--- config.mk ---
export PLATFORM = sky130hd
export DESIGN_NAME = thick_rectangle_outline_raster
export DESIGN_NICKNAME = d
export VERILOG_FILES = /design/src/sv/trro_pkg.sv /design/src/sv/thick_rectangle_outline_raster.sv
export SDC_FILE = /design/constraint.sdc
export NUM_CORES = 1
export LEC_CHECK = 0
export ABC_CLOCK_PERIOD_IN_PS = 10600
export BUFFER_PORTS_ARGS = -buffer_cell sky130_fd_sc_hd__buf_2
export CAP_MARGIN = 15
export CORE_MARGIN = 10
export CORE_UTILIZATION = 43
export CTS_BUF_LIST = sky130_fd_sc_hd__clkbuf_4
export DETAILED_ROUTE_END_ITERATION = 6
export PLACE_DENSITY = 0.58
export SLEW_MARGIN = 10
export SYNTH_ARGS = -nofsm -noshare
export SYNTH_HDL_FRONTEND = slang
export SYNTH_SLANG_ARGS = --single-unit
--- constraint.sdc ---
create_clock -name clk -period 10.6 [get_ports clk]
set_input_delay 1.59 -clock clk [delete_from_list [all_inputs] [get_ports clk]]
set_output_delay 1.59 -clock clk [all_outputs]
set_load 0.005 [all_outputs]
--- src/sv/trro_pkg.sv ---
// ============================================================================
// trro_pkg - shared definitions for the thick rectangle outline rasterizer
// Constants, register codes, request kinds and edge codes used by the block.
// ============================================================================
package trro_pkg;

    // Default sizing (MAX_CANVAS is expected to be a power of two)
    localparam int MAX_CANVAS_DEF = 1024;
    localparam int MAX_BRUSH_DEF  = 64;
    localparam int COORD_BITS_DEF = 12;

    // Configuration register widths and port sizes
    localparam int CANVAS_REG_W = 11;
    localparam int BRUSH_REG_W  = 7;
    localparam int COLOR_W      = 32;
    localparam int CFG_INDEX_W  = 2;
    localparam int CFG_DATA_W   = 32;

    // Register values after reset
    localparam logic [CANVAS_REG_W-1:0] CANVAS_W_RST = 11'd64;
    localparam logic [CANVAS_REG_W-1:0] CANVAS_H_RST = 11'd64;
    localparam logic [BRUSH_REG_W-1:0]  BRUSH_RST    = 7'd1;
    localparam logic [COLOR_W-1:0]      COLOR_RST    = 32'd0;

    // Request kinds carried in the input tuser
    localparam logic REQ_START = 1'b0;
    localparam logic REQ_STEP  = 1'b1;

    // Configuration register indexes
    typedef enum logic [CFG_INDEX_W-1:0] {
        CFG_CANVAS_WIDTH  = 2'd0,
        CFG_CANVAS_HEIGHT = 2'd1,
        CFG_BRUSH_SIZE    = 2'd2,
        CFG_DRAW_COLOR    = 2'd3
    } cfg_index_t;

    // Rectangle edges in drawing order
    typedef enum logic [1:0] {
        EDGE_TOP    = 2'd0,
        EDGE_BOTTOM = 2'd1,
        EDGE_LEFT   = 2'd2,
        EDGE_RIGHT  = 2'd3
    } edge_t;

endpackage

--- src/sv/thick_rectangle_outline_raster.sv ---
// ============================================================================
// thick_rectangle_outline_raster - rectangle outline drawn with a square brush
// Walks Bresenham lines along the rectangle's sides and scans a clipped square stamp
// at every line point, at most one pixel write per step tick.
// ============================================================================
// Usage: send a start item (tuser = 0) with two corners in tdata, then send
// step items (tuser = 1); every step item accepted while a rectangle is in
// progress returns exactly one result item, either one pixel write
// (tuser = 1) or an empty tick (tuser = 0) for a stamp that clipping left with
// no pixel. tlast marks the result of the rectangle's final tick; after it,
// steps return nothing until the next start. A start gives no result and
// replaces any rectangle in progress. For every item, start or step, the
// corner ordering, the Bresenham update of the line point and the clipping
// of the next stamp all sit in one combinational stage between the state
// registers and the result register, so a new item is taken in every cycle
// unless the result register is held by a stalled receiver, and its result
// shows in the cycle after acceptance. The result register doubles as the
// output stage: the input side stays ready while the held result is being
// taken in the same cycle. Stamp clipping uses the canvas and brush
// registers as they are when the stamp begins; pixel color is draw_color at
// the tick. Write configuration only while no rectangle is in progress.
// ============================================================================
module thick_rectangle_outline_raster #(
    parameter int MAX_CANVAS = trro_pkg::MAX_CANVAS_DEF,
    parameter int MAX_BRUSH  = trro_pkg::MAX_BRUSH_DEF,
    parameter int COORD_BITS = trro_pkg::COORD_BITS_DEF,
    localparam int PIX_W       = $clog2(MAX_CANVAS),
    localparam int IN_TDATA_W  = ((4 * COORD_BITS + 7) / 8) * 8,
    localparam int OUT_TDATA_W = ((2 * PIX_W + trro_pkg::COLOR_W + 7) / 8) * 8
) (
    input  logic                              clk,
    input  logic                              rst_n,

    // Configuration write channel
    input  logic                              cfg_valid,
    output logic                              cfg_ready,
    input  logic [trro_pkg::CFG_INDEX_W-1:0]  cfg_index,
    input  logic [trro_pkg::CFG_DATA_W-1:0]   cfg_data,

    // Request items
    input  logic                              s_tvalid,
    output logic                              s_tready,
    input  logic [IN_TDATA_W-1:0]             s_tdata,   // corner_a_x, corner_a_y,
                                                         // corner_b_x, corner_b_y
    input  logic                              s_tuser,   // req_type

    // Result items
    output logic                              m_tvalid,
    input  logic                              m_tready,
    output logic [OUT_TDATA_W-1:0]            m_tdata,   // pixel_x, pixel_y, pixel_color
    output logic                              m_tuser,   // write_enable
    output logic                              m_tlast    // last_write
);

    localparam int C    = COORD_BITS;
    localparam int EW   = COORD_BITS + 2;                  // Bresenham error
    localparam int R_W  = $clog2(MAX_BRUSH + 1);           // stamp radius
    localparam int CW   = trro_pkg::CANVAS_REG_W;
    localparam int SW   = ((C > CW) ? C : CW) + R_W + 1;   // stamp bound math
    localparam int PADW = OUT_TDATA_W - 2 * PIX_W - trro_pkg::COLOR_W;

    // ------------------------------------------------------------------------
    // Configuration registers
    // ------------------------------------------------------------------------
    logic [CW-1:0]                        canvas_w_reg;
    logic [CW-1:0]                        canvas_h_reg;
    logic [trro_pkg::BRUSH_REG_W-1:0]     brush_reg;
    logic [trro_pkg::COLOR_W-1:0]         color_reg;

    assign cfg_ready = 1'b1;

    always_ff @(posedge clk or negedge rst_n)
    begin
        if (!rst_n)
        begin
            canvas_w_reg <= trro_pkg::CANVAS_W_RST;
            canvas_h_reg <= trro_pkg::CANVAS_H_RST;
            brush_reg    <= trro_pkg::BRUSH_RST;
            color_reg    <= trro_pkg::COLOR_RST;
        end
        else if (cfg_valid && cfg_ready)
        begin
            unique case (trro_pkg::cfg_index_t'(cfg_index))
                trro_pkg::CFG_CANVAS_WIDTH:  canvas_w_reg <= cfg_data[CW-1:0];
                trro_pkg::CFG_CANVAS_HEIGHT: canvas_h_reg <= cfg_data[CW-1:0];
                trro_pkg::CFG_BRUSH_SIZE:
                    brush_reg <= cfg_data[trro_pkg::BRUSH_REG_W-1:0];
                trro_pkg::CFG_DRAW_COLOR:    color_reg <= cfg_data[trro_pkg::COLOR_W-1:0];
                default:                     color_reg <= color_reg;
            endcase
        end
    end

    // ------------------------------------------------------------------------
    // Drawing state
    // ------------------------------------------------------------------------
    logic                     busy_reg, busy_next;
    trro_pkg::edge_t          edge_reg, edge_next;
    logic signed [C-1:0]      bnd_l_reg, bnd_t_reg, bnd_r_reg, bnd_b_reg;
    logic signed [C-1:0]      bnd_l_next, bnd_t_next, bnd_r_next, bnd_b_next;
    logic signed [C-1:0]      pt_x_reg, pt_y_reg, pt_x_next, pt_y_next;
    logic signed [C-1:0]      end_x_reg, end_y_reg, end_x_next, end_y_next;
    logic [C-1:0]             dx_reg, dy_reg, dx_next, dy_next;
    logic                     dir_x_reg, dir_y_reg, dir_x_next, dir_y_next;
    logic signed [EW-1:0]     err_reg, err_next;
    logic [PIX_W-1:0]         st_lx_reg, st_ly_reg, st_hx_reg, st_hy_reg;
    logic [PIX_W-1:0]         st_lx_next, st_ly_next, st_hx_next, st_hy_next;
    logic                     st_empty_reg, st_empty_next;
    logic [PIX_W-1:0]         scan_x_reg, scan_y_reg, scan_x_next, scan_y_next;

    // Result register
    logic                         out_valid_reg, out_valid_next;
    logic                         out_we_reg, out_we_next;
    logic [PIX_W-1:0]             out_x_reg, out_y_reg, out_x_next, out_y_next;
    logic [trro_pkg::COLOR_W-1:0] out_color_reg, out_color_next;
    logic                         out_last_reg, out_last_next;

    // ------------------------------------------------------------------------
    // Combinational step
    // ------------------------------------------------------------------------
    logic                 in_fire, is_start, is_step;
    logic signed [C-1:0]  ax, ay, bx, by;
    logic signed [C-1:0]  src_l, src_t, src_r, src_b;
    logic                 stamp_done, at_end, ne_valid, line_begin, stamp_begin;
    trro_pkg::edge_t      ne, sel_edge;
    logic signed [C-1:0]  x0, y0, x1, y1;
    logic signed [C:0]    dxs, dys;
    logic signed [EW:0]   e2;
    logic                 mv_x, mv_y;
    logic signed [C-1:0]  adv_x, adv_y;
    logic signed [C-1:0]  sp_x, sp_y;
    logic [R_W-1:0]       rad;
    logic [CW-1:0]        w_sat, h_sat;
    logic signed [SW-1:0] lo_x, lo_y, hi_x, hi_y, w_m1, h_m1, rad_s;

    assign s_tready = !out_valid_reg || m_tready;
    assign in_fire  = s_tvalid && s_tready;
    assign is_start = in_fire && (s_tuser == trro_pkg::REQ_START);
    assign is_step  = in_fire && (s_tuser == trro_pkg::REQ_STEP) && busy_reg;

    assign ax = s_tdata[C-1:0];
    assign ay = s_tdata[2*C-1:C];
    assign bx = s_tdata[3*C-1:2*C];
    assign by = s_tdata[4*C-1:3*C];

    always_comb
    begin
        // Order the corners on a start, else keep the stored rectangle
        if (is_start)
        begin
            src_l = (ax < bx) ? ax : bx;
            src_r = (ax < bx) ? bx : ax;
            src_t = (ay < by) ? ay : by;
            src_b = (ay < by) ? by : ay;
        end
        else
        begin
            src_l = bnd_l_reg;
            src_r = bnd_r_reg;
            src_t = bnd_t_reg;
            src_b = bnd_b_reg;
        end

        // Next edge to draw; skip a bottom that equals the top, a right that
        // equals the left
        ne_valid = 1'b1;
        ne       = trro_pkg::EDGE_LEFT;
        unique case (edge_reg)
            trro_pkg::EDGE_TOP:
                ne = (bnd_b_reg != bnd_t_reg) ? trro_pkg::EDGE_BOTTOM : trro_pkg::EDGE_LEFT;
            trro_pkg::EDGE_BOTTOM:
                ne = trro_pkg::EDGE_LEFT;
            trro_pkg::EDGE_LEFT:
            begin
                ne       = trro_pkg::EDGE_RIGHT;
                ne_valid = (bnd_r_reg != bnd_l_reg);
            end
            trro_pkg::EDGE_RIGHT:
                ne_valid = 1'b0;
            default:
                ne_valid = 1'b0;
        endcase

        // Scan the current stamp; an empty stamp finishes at once
        stamp_done  = st_empty_reg;
        scan_x_next = scan_x_reg;
        scan_y_next = scan_y_reg;
        if (is_step && !st_empty_reg)
        begin
            if (scan_x_reg < st_hx_reg)
            begin
                scan_x_next = scan_x_reg + PIX_W'(1);
            end
            else if (scan_y_reg < st_hy_reg)
            begin
                scan_x_next = st_lx_reg;
                scan_y_next = scan_y_reg + PIX_W'(1);
            end
            else
            begin
                stamp_done = 1'b1;
            end
        end

        at_end      = (pt_x_reg == end_x_reg) && (pt_y_reg == end_y_reg);
        line_begin  = is_start || (is_step && stamp_done && at_end && ne_valid);
        stamp_begin = line_begin || (is_step && stamp_done && !at_end);
        sel_edge    = is_start ? trro_pkg::EDGE_TOP : ne;

        // Line endpoints of the selected edge
        unique case (sel_edge)
            trro_pkg::EDGE_TOP:    begin x0 = src_l; y0 = src_t; x1 = src_r; y1 = src_t; end
            trro_pkg::EDGE_BOTTOM: begin x0 = src_l; y0 = src_b; x1 = src_r; y1 = src_b; end
            trro_pkg::EDGE_LEFT:   begin x0 = src_l; y0 = src_t; x1 = src_l; y1 = src_b; end
            trro_pkg::EDGE_RIGHT:  begin x0 = src_r; y0 = src_t; x1 = src_r; y1 = src_b; end
            default:               begin x0 = src_l; y0 = src_t; x1 = src_r; y1 = src_t; end
        endcase
        dxs = (C+1)'(x1) - (C+1)'(x0);
        dys = (C+1)'(y1) - (C+1)'(y0);

        // Bresenham advance of the stored line
        e2    = {err_reg, 1'b0};
        mv_x  = e2 > -$signed({3'b000, dy_reg});
        mv_y  = e2 < $signed({1'b0, dx_reg});
        adv_x = pt_x_reg;
        adv_y = pt_y_reg;
        if (mv_x)
        begin
            adv_x = dir_x_reg ? pt_x_reg + C'(1) : pt_x_reg - C'(1);
        end
        if (mv_y)
        begin
            adv_y = dir_y_reg ? pt_y_reg + C'(1) : pt_y_reg - C'(1);
        end

        // Stamp around the new point, clipped to the canvas
        sp_x = line_begin ? x0 : adv_x;
        sp_y = line_begin ? y0 : adv_y;
        if (brush_reg == '0)
        begin
            rad = '0;
        end
        else if (int'(brush_reg) > MAX_BRUSH)
        begin
            rad = R_W'(MAX_BRUSH - 1);
        end
        else
        begin
            rad = R_W'(brush_reg - trro_pkg::BRUSH_REG_W'(1));
        end
        w_sat = (int'(canvas_w_reg) > MAX_CANVAS) ? CW'(MAX_CANVAS) : canvas_w_reg;
        h_sat = (int'(canvas_h_reg) > MAX_CANVAS) ? CW'(MAX_CANVAS) : canvas_h_reg;
        rad_s = $signed(SW'(rad));
        w_m1  = $signed(SW'(w_sat)) - $signed(SW'(1));
        h_m1  = $signed(SW'(h_sat)) - $signed(SW'(1));
        lo_x  = SW'(sp_x) - rad_s;
        lo_y  = SW'(sp_y) - rad_s;
        hi_x  = SW'(sp_x) + rad_s;
        hi_y  = SW'(sp_y) + rad_s;
        if (lo_x < 0) lo_x = '0;
        if (lo_y < 0) lo_y = '0;
        if (hi_x > w_m1) hi_x = w_m1;
        if (hi_y > h_m1) hi_y = h_m1;

        // Next state defaults: hold
        busy_next     = busy_reg;
        edge_next     = edge_reg;
        bnd_l_next    = bnd_l_reg;
        bnd_t_next    = bnd_t_reg;
        bnd_r_next    = bnd_r_reg;
        bnd_b_next    = bnd_b_reg;
        pt_x_next     = pt_x_reg;
        pt_y_next     = pt_y_reg;
        end_x_next    = end_x_reg;
        end_y_next    = end_y_reg;
        dx_next       = dx_reg;
        dy_next       = dy_reg;
        dir_x_next    = dir_x_reg;
        dir_y_next    = dir_y_reg;
        err_next      = err_reg;
        st_lx_next    = st_lx_reg;
        st_ly_next    = st_ly_reg;
        st_hx_next    = st_hx_reg;
        st_hy_next    = st_hy_reg;
        st_empty_next = st_empty_reg;

        if (is_start)
        begin
            busy_next  = 1'b1;
            bnd_l_next = src_l;
            bnd_t_next = src_t;
            bnd_r_next = src_r;
            bnd_b_next = src_b;
        end
        else if (is_step && stamp_done && at_end && !ne_valid)
        begin
            busy_next = 1'b0;
        end

        if (line_begin)
        begin
            edge_next  = sel_edge;
            pt_x_next  = x0;
            pt_y_next  = y0;
            end_x_next = x1;
            end_y_next = y1;
            dx_next    = (dxs < 0) ? C'(-dxs) : C'(dxs);
            dy_next    = (dys < 0) ? C'(-dys) : C'(dys);
            dir_x_next = x0 < x1;
            dir_y_next = y0 < y1;
            err_next   = $signed({2'b00, dx_next}) - $signed({2'b00, dy_next});
        end
        else if (is_step && stamp_done && !at_end)
        begin
            pt_x_next = adv_x;
            pt_y_next = adv_y;
            err_next  = err_reg - (mv_x ? $signed({2'b00, dy_reg}) : '0)
                                + (mv_y ? $signed({2'b00, dx_reg}) : '0);
        end

        if (stamp_begin)
        begin
            st_empty_next = (lo_x > hi_x) || (lo_y > hi_y);
            st_lx_next    = lo_x[PIX_W-1:0];
            st_ly_next    = lo_y[PIX_W-1:0];
            st_hx_next    = hi_x[PIX_W-1:0];
            st_hy_next    = hi_y[PIX_W-1:0];
            scan_x_next   = lo_x[PIX_W-1:0];
            scan_y_next   = lo_y[PIX_W-1:0];
        end

        // Result register: load on a step, drop once taken
        out_valid_next = out_valid_reg && !m_tready;
        out_we_next    = out_we_reg;
        out_x_next     = out_x_reg;
        out_y_next     = out_y_reg;
        out_color_next = out_color_reg;
        out_last_next  = out_last_reg;
        if (is_step)
        begin
            out_valid_next = 1'b1;
            out_we_next    = !st_empty_reg;
            out_x_next     = st_empty_reg ? '0 : scan_x_reg;
            out_y_next     = st_empty_reg ? '0 : scan_y_reg;
            out_color_next = st_empty_reg ? '0 : color_reg;
            out_last_next  = stamp_done && at_end && !ne_valid;
        end
    end

    always_ff @(posedge clk or negedge rst_n)
    begin
        if (!rst_n)
        begin
            busy_reg      <= 1'b0;
            edge_reg      <= trro_pkg::EDGE_TOP;
            bnd_l_reg     <= '0;
            bnd_t_reg     <= '0;
            bnd_r_reg     <= '0;
            bnd_b_reg     <= '0;
            pt_x_reg      <= '0;
            pt_y_reg      <= '0;
            end_x_reg     <= '0;
            end_y_reg     <= '0;
            dx_reg        <= '0;
            dy_reg        <= '0;
            dir_x_reg     <= 1'b0;
            dir_y_reg     <= 1'b0;
            err_reg       <= '0;
            st_lx_reg     <= '0;
            st_ly_reg     <= '0;
            st_hx_reg     <= '0;
            st_hy_reg     <= '0;
            st_empty_reg  <= 1'b0;
            scan_x_reg    <= '0;
            scan_y_reg    <= '0;
            out_valid_reg <= 1'b0;
            out_we_reg    <= 1'b0;
            out_x_reg     <= '0;
            out_y_reg     <= '0;
            out_color_reg <= '0;
            out_last_reg  <= 1'b0;
        end
        else
        begin
            busy_reg      <= busy_next;
            edge_reg      <= edge_next;
            bnd_l_reg     <= bnd_l_next;
            bnd_t_reg     <= bnd_t_next;
            bnd_r_reg     <= bnd_r_next;
            bnd_b_reg     <= bnd_b_next;
            pt_x_reg      <= pt_x_next;
            pt_y_reg      <= pt_y_next;
            end_x_reg     <= end_x_next;
            end_y_reg     <= end_y_next;
            dx_reg        <= dx_next;
            dy_reg        <= dy_next;
            dir_x_reg     <= dir_x_next;
            dir_y_reg     <= dir_y_next;
            err_reg       <= err_next;
            st_lx_reg     <= st_lx_next;
            st_ly_reg     <= st_ly_next;
            st_hx_reg     <= st_hx_next;
            st_hy_reg     <= st_hy_next;
            st_empty_reg  <= st_empty_next;
            scan_x_reg    <= scan_x_next;
            scan_y_reg    <= scan_y_next;
            out_valid_reg <= out_valid_next;
            out_we_reg    <= out_we_next;
            out_x_reg     <= out_x_next;
            out_y_reg     <= out_y_next;
            out_color_reg <= out_color_next;
            out_last_reg  <= out_last_next;
        end
    end

    // ------------------------------------------------------------------------
    // Result port
    // ------------------------------------------------------------------------
    assign m_tvalid = out_valid_reg;
    assign m_tuser  = out_we_reg;
    assign m_tlast  = out_last_reg;
    assign m_tdata  = {{PADW{1'b0}}, out_color_reg, out_y_reg, out_x_reg};

    // ------------------------------------------------------------------------
    // Assertions
    // ------------------------------------------------------------------------
    // A step taken during a drawing always leaves a result in the register
    assert property (@(posedge clk) disable iff (!rst_n)
        (s_tvalid && s_tready && (s_tuser == trro_pkg::REQ_STEP) && busy_reg)
            |=> out_valid_reg)
        else $error("step during a drawing gave no result");

    // The scan position stays inside a non-empty stamp
    assert property (@(posedge clk) disable iff (!rst_n)
        (busy_reg && !st_empty_reg)
            |-> (scan_x_reg >= st_lx_reg) && (scan_x_reg <= st_hx_reg) &&
                (scan_y_reg >= st_ly_reg) && (scan_y_reg <= st_hy_reg))
        else $error("scan position left the stamp");

    // The final tick ends the drawing
    assert property (@(posedge clk) disable iff (!rst_n)
        (is_step && out_last_next) |=> !busy_reg)
        else $error("drawing still busy after its last tick");

    // An empty tick carries no coordinates and no color
    assert property (@(posedge clk) disable iff (!rst_n)
        (out_valid_reg && !out_we_reg)
            |-> (out_x_reg == '0) && (out_y_reg == '0) && (out_color_reg == '0))
        else $error("empty tick with nonzero payload");

endmodule

==> results of run 1 <==
==> cell families (layout without fill, tap and decap cells) <==
family	Yosys count	count (layout)	share of synthesized area, %
XOR/XNOR	173	173	6.367
flip-flops	306	306	32.19
buffers and inverters	299	503	4.953
AO/OA/AOI/OAI	670	670	17.76
AND/OR/NAND/NOR	905	905	17.56
multiplexers	167	167	7.645
other	2	8	0.03156
adder cells (fa/ha/maj)	244	244	13.49
==> Yosys cell counts, drive strengths merged, types with 16 or more instances <==
master	count
a21o	38
o211ai	16
a21oi	160
buf	35
nand2	357
o21ai	224
nand4	38
clkbuf	77
a31oi	19
xor2	40
o21bai	21
nor2	229
mux2	108
a211oi	28
fa	21
xnor2	133
and2	22
ha	223
o31ai	21
nor3	56
inv	187
nand3	47
dfrtp	303
nor2b	36
o21a	52
mux2i	59
nand2b	29
==> per-stage QoR <==
| step | utilization (%) | area (µm²) |
|---|---|---|
| 2_1_floorplan | - | 23810 |
| 3_3_place_gp | 45.91 | 25240 |
| 3_5_place_dp | 45.91 | 25240 |
| 4_1_cts | 47.85 | 26310 |
| 5_1_grt | 47.86 | 26320 |
| 6_report | 47.86 | 26320 |
==> per-layer routing <==
layer	vias up	share of wire, %
met3	116	4.5
met5	-	0
met1	9865	42
met2	462	50
met4	0	3.2
li1	10070	-
==> critical path, delay by kind of cell (launching register included) <==
kind	cells	cell delay [ps]
compound gates	18	3800
mux	2	640
buf+inv	3	760
fa+ha+maj	4	1150
xor+xnor	1	90
flops	1	450
simple gates	14	2110
==> worst max-delay path by stage <==
stage / slack (ps) / cells past startpoint / to / from
after floorplan: 1950 / 41 / st_empty_reg$_DFFE_PN0N_ / m_tready
after global placement: 990 / 38 / st_empty_reg$_DFFE_PN0N_ / s_tdata[13]
after detailed placement: 840 / 40 / st_empty_reg$_DFFE_PN0N_ / s_tdata[37]
after CTS: 1630 / 42 / st_empty_reg$_DFFE_PN0N_ / dy_reg[2]$_DFFE_PN0N_
after global routing: 750 / 42 / st_empty_reg$_DFFE_PN0N_ / dy_reg[2]$_DFFE_PN0N_
final: 1470 / 42 / st_empty_reg$_DFFE_PN0N_ / dy_reg[2]$_DFFE_PN0N_
==> final cells by class <==
| cell class | count | area, µm² | area share (%) |
|---|---|---|---|
| tap | 748 | 935.9 | 3.556 |
| antenna | 3 | 7.507 | 0.02853 |
| multi-input combinational | 2164 | 15000 | 57.02 |
| timing repair buffer | 170 | 940.9 | 3.576 |
| inverter | 187 | 701.9 | 2.667 |
| clock buffer | 124 | 930.9 | 3.537 |
| clock inverter | 22 | 132.6 | 0.5040 |
| sequential | 306 | 7661 | 29.11 |
==> metrics.txt, run 1 <==
register area share after synthesis 32.19%; CTS tree built; Reg2Reg Depth 42; top-area cell type share of the netlist area a little under a third; unrepaired setup endpoints after global routing false; gr usage total 21.86%; drt pass-1 iters 5; met3 GRT Util 3.604%; clk sinks 306; Setup Buffers After CTS 0; deepest clock path buffer count 3; max frequency 109.5 MHz; post-route ant nets 0; Clock Latency Late Sink 870 ps; final wirelength 71060 µm; worst reg2reg setup slack 1470 ps; Async SR Flop Fraction 100.0%; Synthesis Warnings 0; IO Count around 150; Period Utilization, post-route 86.13%; ratio of cells with drive above 1 in the final layout 15.14%; die area 65150 µm²; CP Class flop to flop; mapped cell area 23800 µm²; vias in the first global route 20470; min-delay src st_lx_reg[9]$_DFFE_PN0N_; # resized after CTS 0; biggest cell delay along the critical path 550 ps; top post-synthesis cells by area dfrtp_1 32%, ha_1 12%, nand2_1 5.6%; met2 Resource Use GR 39.05%; DP Wirelength 54720 µm; max_cap viols 0; Worst Path Required 11300 ps; Max-slew headroom 14.95%; commonest cells after routing, fill and taps aside 355 x nand2_1, 303 x dfrtp_1, 226 x nor2_1; row count 86; GRT overflow 0; placer congestion estimate 0.9378; Initial Util 43.28%; root buffer cell clkbuf_4; Placed Cells 3575; worst r2r src dy_reg[2]$_DFFE_PN0N_; first-pass GRT wire length 112200 µm; die height 255.2 µm; CP max stage cell a21oi_1; initial DRC count 1075; hold path depth 2; grt met1 use about 26%; Crit. End Element flop; H-tree levels 3; vias 20510; Post-CTS Hold Buffers 0; Final Hold Fails 0; largest net degree at the start of global routing 152; worst r2r dst st_empty_reg$_DFFE_PN0N_; DIE WIDTH 255.2 µm; Yosys cell types 89; worst-margin pin slew 1262 ps; type of the tightest min-delay check flop to flop; slack of the critical path around 1500 ps; clock skew 59.96 ps; setup TNS 0 ps; fin nets 3249; area grow syn2layout 10.58%; WHS Endpoint st_lx_reg[9]$_DFFE_PN0N_; Synth Area per Inst 8.603 µm²; post-synthesis cell count 2766; Synth Flop Type dfrtp_1; worst endpoint data arrival time between 9000 and 10000 ps; Avg WL per Cell roughly 19 µm; # DRC 0; Setup WS pre-CTS 841.2 ps; # port buffers 143; worst-path fanout max 23; Fill cells 5411; clock-pin slew on the worst setup and hold paths 80 ps; outcome completed; Final Max Tran Viols 0; GR peak layer met2; Core Footprint 54990 µm²; area leader, netlist dfrtp_1; Post-synth EDFFs 0; Yosys reg bits 306; commonest non-fill, non-tap cell in the layout nand2_1; CTS Buf Count 88; CP Launch Type flop; Min Hold Slack 470.3 ps; minimum clock period 9130 ps; Final Instance Count excl. Fillers approximately 3700; most used cell, CP a21oi_1; initial antenna violation count 2; via density per instance 5.508; # setup viols final 0
Power of run 1 is left out: the tool's default activity adds up to more than one toggle a clock period on the data nets, which glitch-free logic cannot reach.
==> run 2: changes to the inputs <==
--- a/config.mk
+++ b/config.mk
@@ -8,7 +8,8 @@
 export ABC_CLOCK_PERIOD_IN_PS = 10600
 export BUFFER_PORTS_ARGS = -buffer_cell sky130_fd_sc_hd__buf_2
 export CAP_MARGIN = 15
-export CORE_MARGIN = 10
+export CORE_ASPECT_RATIO = 1.25
+export CORE_MARGIN = 5
 export CORE_UTILIZATION = 43
 export CTS_BUF_LIST = sky130_fd_sc_hd__clkbuf_4
 export DETAILED_ROUTE_END_ITERATION = 6
==> run 2 against run 1 <==
Net effect: first-iteration DRC count is 38% higher; worst setup slack better by 160 ps; maximum frequency is 1.8% higher; wire length is 1.6% higher; global-route usage is 2.0 points higher; critical endpoint unchanged; register-to-register slack better by 160 ps; via count is 1.3% higher; clock skew is 7.0 ps lower.
==> metrics.txt, run 2 (synthesis results as in run 1) <==
CTS Buf Count 89; type of the tightest min-delay check flop to flop; outcome completed; biggest cell delay along the critical path 520 ps; H-tree levels 3; Crit. End Element flop; clock-pin slew on the worst setup and hold paths ~70 ps; commonest cells after routing, fill and taps aside 355 x nand2_1, 303 x dfrtp_1, 226 x nor2_1; Multi-input gate area 15000 µm²; CP Launch Type flop; CP max stage cell a21oi_2; most used cell, CP a21oi_1; # resized after CTS 0; commonest non-fill, non-tap cell in the layout nand2_1; clk sinks 306; CP Class flop to flop; CTS tree built; Post-CTS Hold Buffers 0; Avg WL per Cell 19.37 µm; DP Wirelength 55350 µm; drt pass-1 iters 6; GRT overflow 0; final wirelength 72200 µm; via density per instance ~5.6; largest net degree at the start of global routing approximately 130; initial DRC count about 1500; crit-path leading delay family compound AO/OA/AOI/OAI gates; area grow syn2layout 11.08%; worst-path fanout max 17; minimum clock period 8972 ps; ratio of cells with drive above 1 in the final layout 15.61%; # port buffers 143; Setup Buffers After CTS 0; max_cap viols 0; register area 7661 µm²; worst-margin pin slew around 1100 ps; WP buf/inv 2; placer congestion estimate 0.9530; setup TNS 0 ps; root buffer cell clkbuf_4; unrepaired setup endpoints after global routing false; Worst Path Required 11250 ps; Max-slew headroom 26.50%; clock skew 52.94 ps; max frequency 111.5 MHz; DIE WIDTH approximately 220 µm; vias in the first global route 21380; row count 96; # setup viols final 0; worst endpoint data arrival time 9620 ps; fin nets 3254; Core Footprint approximately 55000 µm²; die height 273.0 µm; IO Count 149; first-pass GRT wire length 114100 µm; Initial Util 43.35%; Clock Latency Late Sink 820 ps; initial antenna violation count 2; post-route ant nets 0; deepest clock path buffer count 3; Period Utilization, post-route a little over four fifths; Final Max Tran Viols 0; die area 60180 µm²; # DRC 0; vias between 20000 and 25000; Final Hold Fails 0; Fill cells 5462; gr usage total 23.85%
-- run 2: worst reg2reg max path: cells and delay by family, from the launching register on --
family | cells | cell delay (ps)
DFF | 1 | 440
adders and majority gates | 4 | 1130
buffers and inverters | 2 | 370
xor gates and xnor gates | 1 | 80
AOI/OAI and AO/OA | 20 | 4130
and+or+nand+nor | 12 | 2010
muxes | 2 | 640
-- run 2: metrics by stage --
step	util, %	hold WS, ps	instances	cell area (µm²)	setup WS, ps
6_report	48.15	460.7	3728	26430	1628
5_1_grt	48.15	492.8	3728	26430	945.2
4_1_cts	48.15	465.2	3727	26430	1737
3_5_place_dp	46.01	450.0	3566	25260	988.7
3_3_place_gp	46.01	450.1	3566	25260	1129
2_1_floorplan	-	430.9	2769	23810	1951
-- run 2: metal layers --
metal	GRT usage [%]	part of all wire [%]	routed length, µm	vias to the layer above
li1	-	-	-	10070
met1	26.92	39	28360	9958
met2	43.06	51	36820	559
met3	3.335	4.2	3001	181
met4	12.81	5.5	3986	2
met5	0	0.028	20	-
-- run 2: final cells by class --
type                       instances  area share [%]
clock buffer                     133           3.777
clock inverter                    28          0.6580
antenna                            1        0.009467
multi-input combinational       2164           56.76
timing repair buffer             174           3.673
tap                              735           3.479
sequential                       306           28.98
inverter                         187           2.655
-- run 2: path summary, 6_finish.rpt --
kind | from | end | slack (ps) | cells past startpoint
max | dy_reg[2]$_DFFE_PN0N_ | st_empty_reg$_DFFE_PN0N_ | 1630 | 41
min | st_hy_reg[0]$_DFFE_PN0N_ | st_hy_reg[0]$_DFFE_PN0N_ | 460 | 2
max reg2reg | dy_reg[2]$_DFFE_PN0N_ | st_empty_reg$_DFFE_PN0N_ | 1630 | 41
min reg2reg | st_hy_reg[0]$_DFFE_PN0N_ | st_hy_reg[0]$_DFFE_PN0N_ | 460 | 2
max in group asynchronous | rst_n | err_reg[7]$_DFFE_PN0N_ | 7560 | 3
min in group asynchronous | rst_n | color_reg[1]$_DFFE_PN0P_ | 820 | 1
Power of run 2 is left out for the same reason.
==> run 3: changes to the inputs <==
--- a/config.mk
+++ b/config.mk
@@ -5,7 +5,8 @@
 export SDC_FILE = /design/constraint.sdc
 export NUM_CORES = 1
 export LEC_CHECK = 0
-export ABC_CLOCK_PERIOD_IN_PS = 10600
+export ABC_AREA = 1
+export ABC_CLOCK_PERIOD_IN_PS = 8600
 export BUFFER_PORTS_ARGS = -buffer_cell sky130_fd_sc_hd__buf_2
 export CAP_MARGIN = 15
 export CORE_ASPECT_RATIO = 1.25
==> constraint.sdc (replaced) <==
create_clock -name clk -period 8.6 [get_ports clk]
set_input_delay 1.29 -clock clk [delete_from_list [all_inputs] [get_ports clk]]
set_output_delay 1.29 -clock clk [all_outputs]
set_load 0.005 [all_outputs]
==> run 3 against run 2 <==
Net effect: critical path depth rose by 10; global-route usage fell by 0.057 points; highest routed layer is now met4; critical endpoint unchanged; worst setup slack got worse by 900 ps; die area rose by 0.86%; wire length rose by 0.99%; largest cell class unchanged.
==> metrics.txt, run 3 <==
Avg WL per Cell 17.11 µm; clk sinks 306; minimum clock period 7875 ps; Synth Flop Type dfrtp_1; placer congestion estimate 0.9111; grt met1 use 29.22%; DIE WIDTH 221.4 µm; gr usage total 23.79%; Initial Util 43.55%; # setup viols final 0; area leader, netlist dfrtp_1; Synth top cells by count 792 x nand2_1, 471 x inv_1, 303 x dfrtp_1, 257 x o21ai_0, 223 x ha_1; mapped cell area 24010 µm²; final wirelength 72910 µm; biggest cell delay along the critical path 410 ps; GRT overflow 0; die area 60690 µm²; met3 GRT Util 3.319%; top-area cell type share of the netlist area around a third; cell with the most instances after synthesis nand2_1; crit-path leading delay family simple AND/OR/NAND/NOR gates; Final Util between 40% and 50%; max_cap viols 0; post-route ant nets 0; post-synthesis cell count 3245; GR peak layer met2; CP Class flop to flop; ratio of cells with drive above 1 in the final layout 13.31%; CP max stage cell dfrtp_1; Synth Area per Inst 7.399 µm²; row count 96; die height 274.2 µm; Async SR Flop Fraction 100.0%; first-pass GRT wire length 117500 µm; initial antenna violation count 2; vias 22190; via density per instance approximately 5.2; CTS tree built; vias in the first global route 22970; root buffer cell clkbuf_4; worst endpoint data arrival time 8610 ps; CP Launch Type flop; Worst Path Required 9340 ps; largest net degree at the start of global routing 155; Post-CTS Hold Buffers 0; commonest cells after routing, fill and taps aside 790 x nand2_1, 469 x inv_1, 303 x dfrtp_1; worst-margin pin slew between 1000 and 1500 ps; Period Utilization, post-route between 90% and 100%; # port buffers approximately 140; Yosys cell types 63; setup TNS 0 ps; max frequency 127.0 MHz; outcome completed; Max-slew headroom 20.84%; commonest non-fill, non-tap cell in the layout nand2_1; Core Footprint between 50000 and 60000 µm²; Final Hold Fails 0; top post-synthesis cells by area dfrtp_1 32%, nand2_1 12%, ha_1 12%; most used cell, CP nand3_1; Post-synth EDFFs 0; clock skew 55.37 ps; # DRC 0; Synthesis Warnings 0; clock-pin slew on the worst setup and hold paths about 70 ps; H-tree levels 3; Yosys reg bits 306; register area share after synthesis 31.91%; Final Max Tran Viols 0; drt pass-1 iters 6; met2 Resource Use GR a little over two fifths; DP Wirelength 57100 µm; worst-path fanout max 13; initial DRC count 1223; IO Count ~150; Crit. End Element flop; deepest clock path buffer count 3; WP buf/inv 9; area grow syn2layout 12.39%; worst reg2reg setup slack slightly above 700 ps; Clock Latency Late Sink 840 ps; fin nets 3790; type of the tightest min-delay check input pin to asynchronous set/reset pin; CTS Buf Count a little under 90
==> run 3: cell types whose count changed after synthesis, sizes merged, moves of 36 or more <==
cell   before  now
nor2      229  181
o21ai     224  325
nor2b      36    0
mux2      108   20
xor2       40  109
a21o       38    2
inv       187  486
nand3      47  138
xnor2     133   39
mux2i      59    2
o21a       52    4
nand2     357  814
==> run 3: cells by family (layout without fill, tap and decap cells) <==
logic type,Yosys count,after routing,share of synthesized area (%)
AND/OR/NAND/NOR,1267,1267,22.77
buffers and inverters,582,858,9.349
flip-flops,306,306,31.91
adder cells (fa/ha/maj),244,244,13.37
XOR/XNOR,148,148,5.399
other,2,7,0.03128
AO/OA/AOI/OAI,674,674,16.15
multiplexers,22,22,1.021
==> run 3: layer usage <==
| layer | routed length, µm | part of all wire [%] |
|---|---|---|
| met1 | 31650 | 43 |
| met3 | 2657 | 3.6 |
| met5 | 0 | 0 |
| met2 | 35980 | 49 |
| met4 | 2628 | 3.6 |
==> run 3: worst register-to-register path, delay by kind of cell, from the launching register on <==
| family | cells | cell delay (ps) |
|---|---|---|
| buf+inv | 9 | 1080 |
| flops | 1 | 410 |
| xor+xnor | 3 | 490 |
| fa+ha+maj | 4 | 1330 |
| simple gates | 25 | 3140 |
| compound gates | 10 | 1380 |
==> run 3: cell type report <==
type	count	area (µm²)
inverter	490	1844
fill	5555	28150
timing repair buffer	211	1249
clock buffer	126	945.9
antenna	2	5.005
sequential	306	7661
tap	735	919.6
timing repair inverter	1	5.005
clock inverter	30	162.7
multi-input combinational	2360	14190
==> run 3: path summary, 6_finish.rpt <==
kind / from / end / cells past startpoint
worst max-delay path: dy_reg[2]$_DFFE_PN0N_ / st_empty_reg$_DFFE_PN0N_ / 51
worst min-delay path: rst_n / bnd_l_reg[3]$_DFFE_PN0P_ / 1
worst max register to register: dy_reg[2]$_DFFE_PN0N_ / st_empty_reg$_DFFE_PN0N_ / 51
worst min register to register: busy_reg$_DFFE_PN0P_ / busy_reg$_DFFE_PN0P_ / 2
max in group asynchronous: rst_n / canvas_w_reg[1]$_DFFE_PN0P_ / 2
min in group clk: busy_reg$_DFFE_PN0P_ / busy_reg$_DFFE_PN0P_ / 2
==> run 3: timing repair <==
item,4_1_cts,5_1_grt
setup buffers,0,2
resized for setup,0,16
setup endpoints to repair,0,1
==> run 3: metrics by stage <==
step	instances	cell area [µm²]	setup slack, ps	hold slack (ps)
2_1_floorplan	3248	24020	863.1	442.0
3_3_place_gp	4100	25800	76.23	455.0
3_5_place_dp	4100	25800	-55.54	459.3
4_1_cts	4256	26910	192.8	419.3
5_1_grt	4261	26980	-12.90	490.9
6_report	4261	26980	725.5	455.9
Power of run 3 is left out for the same reason.
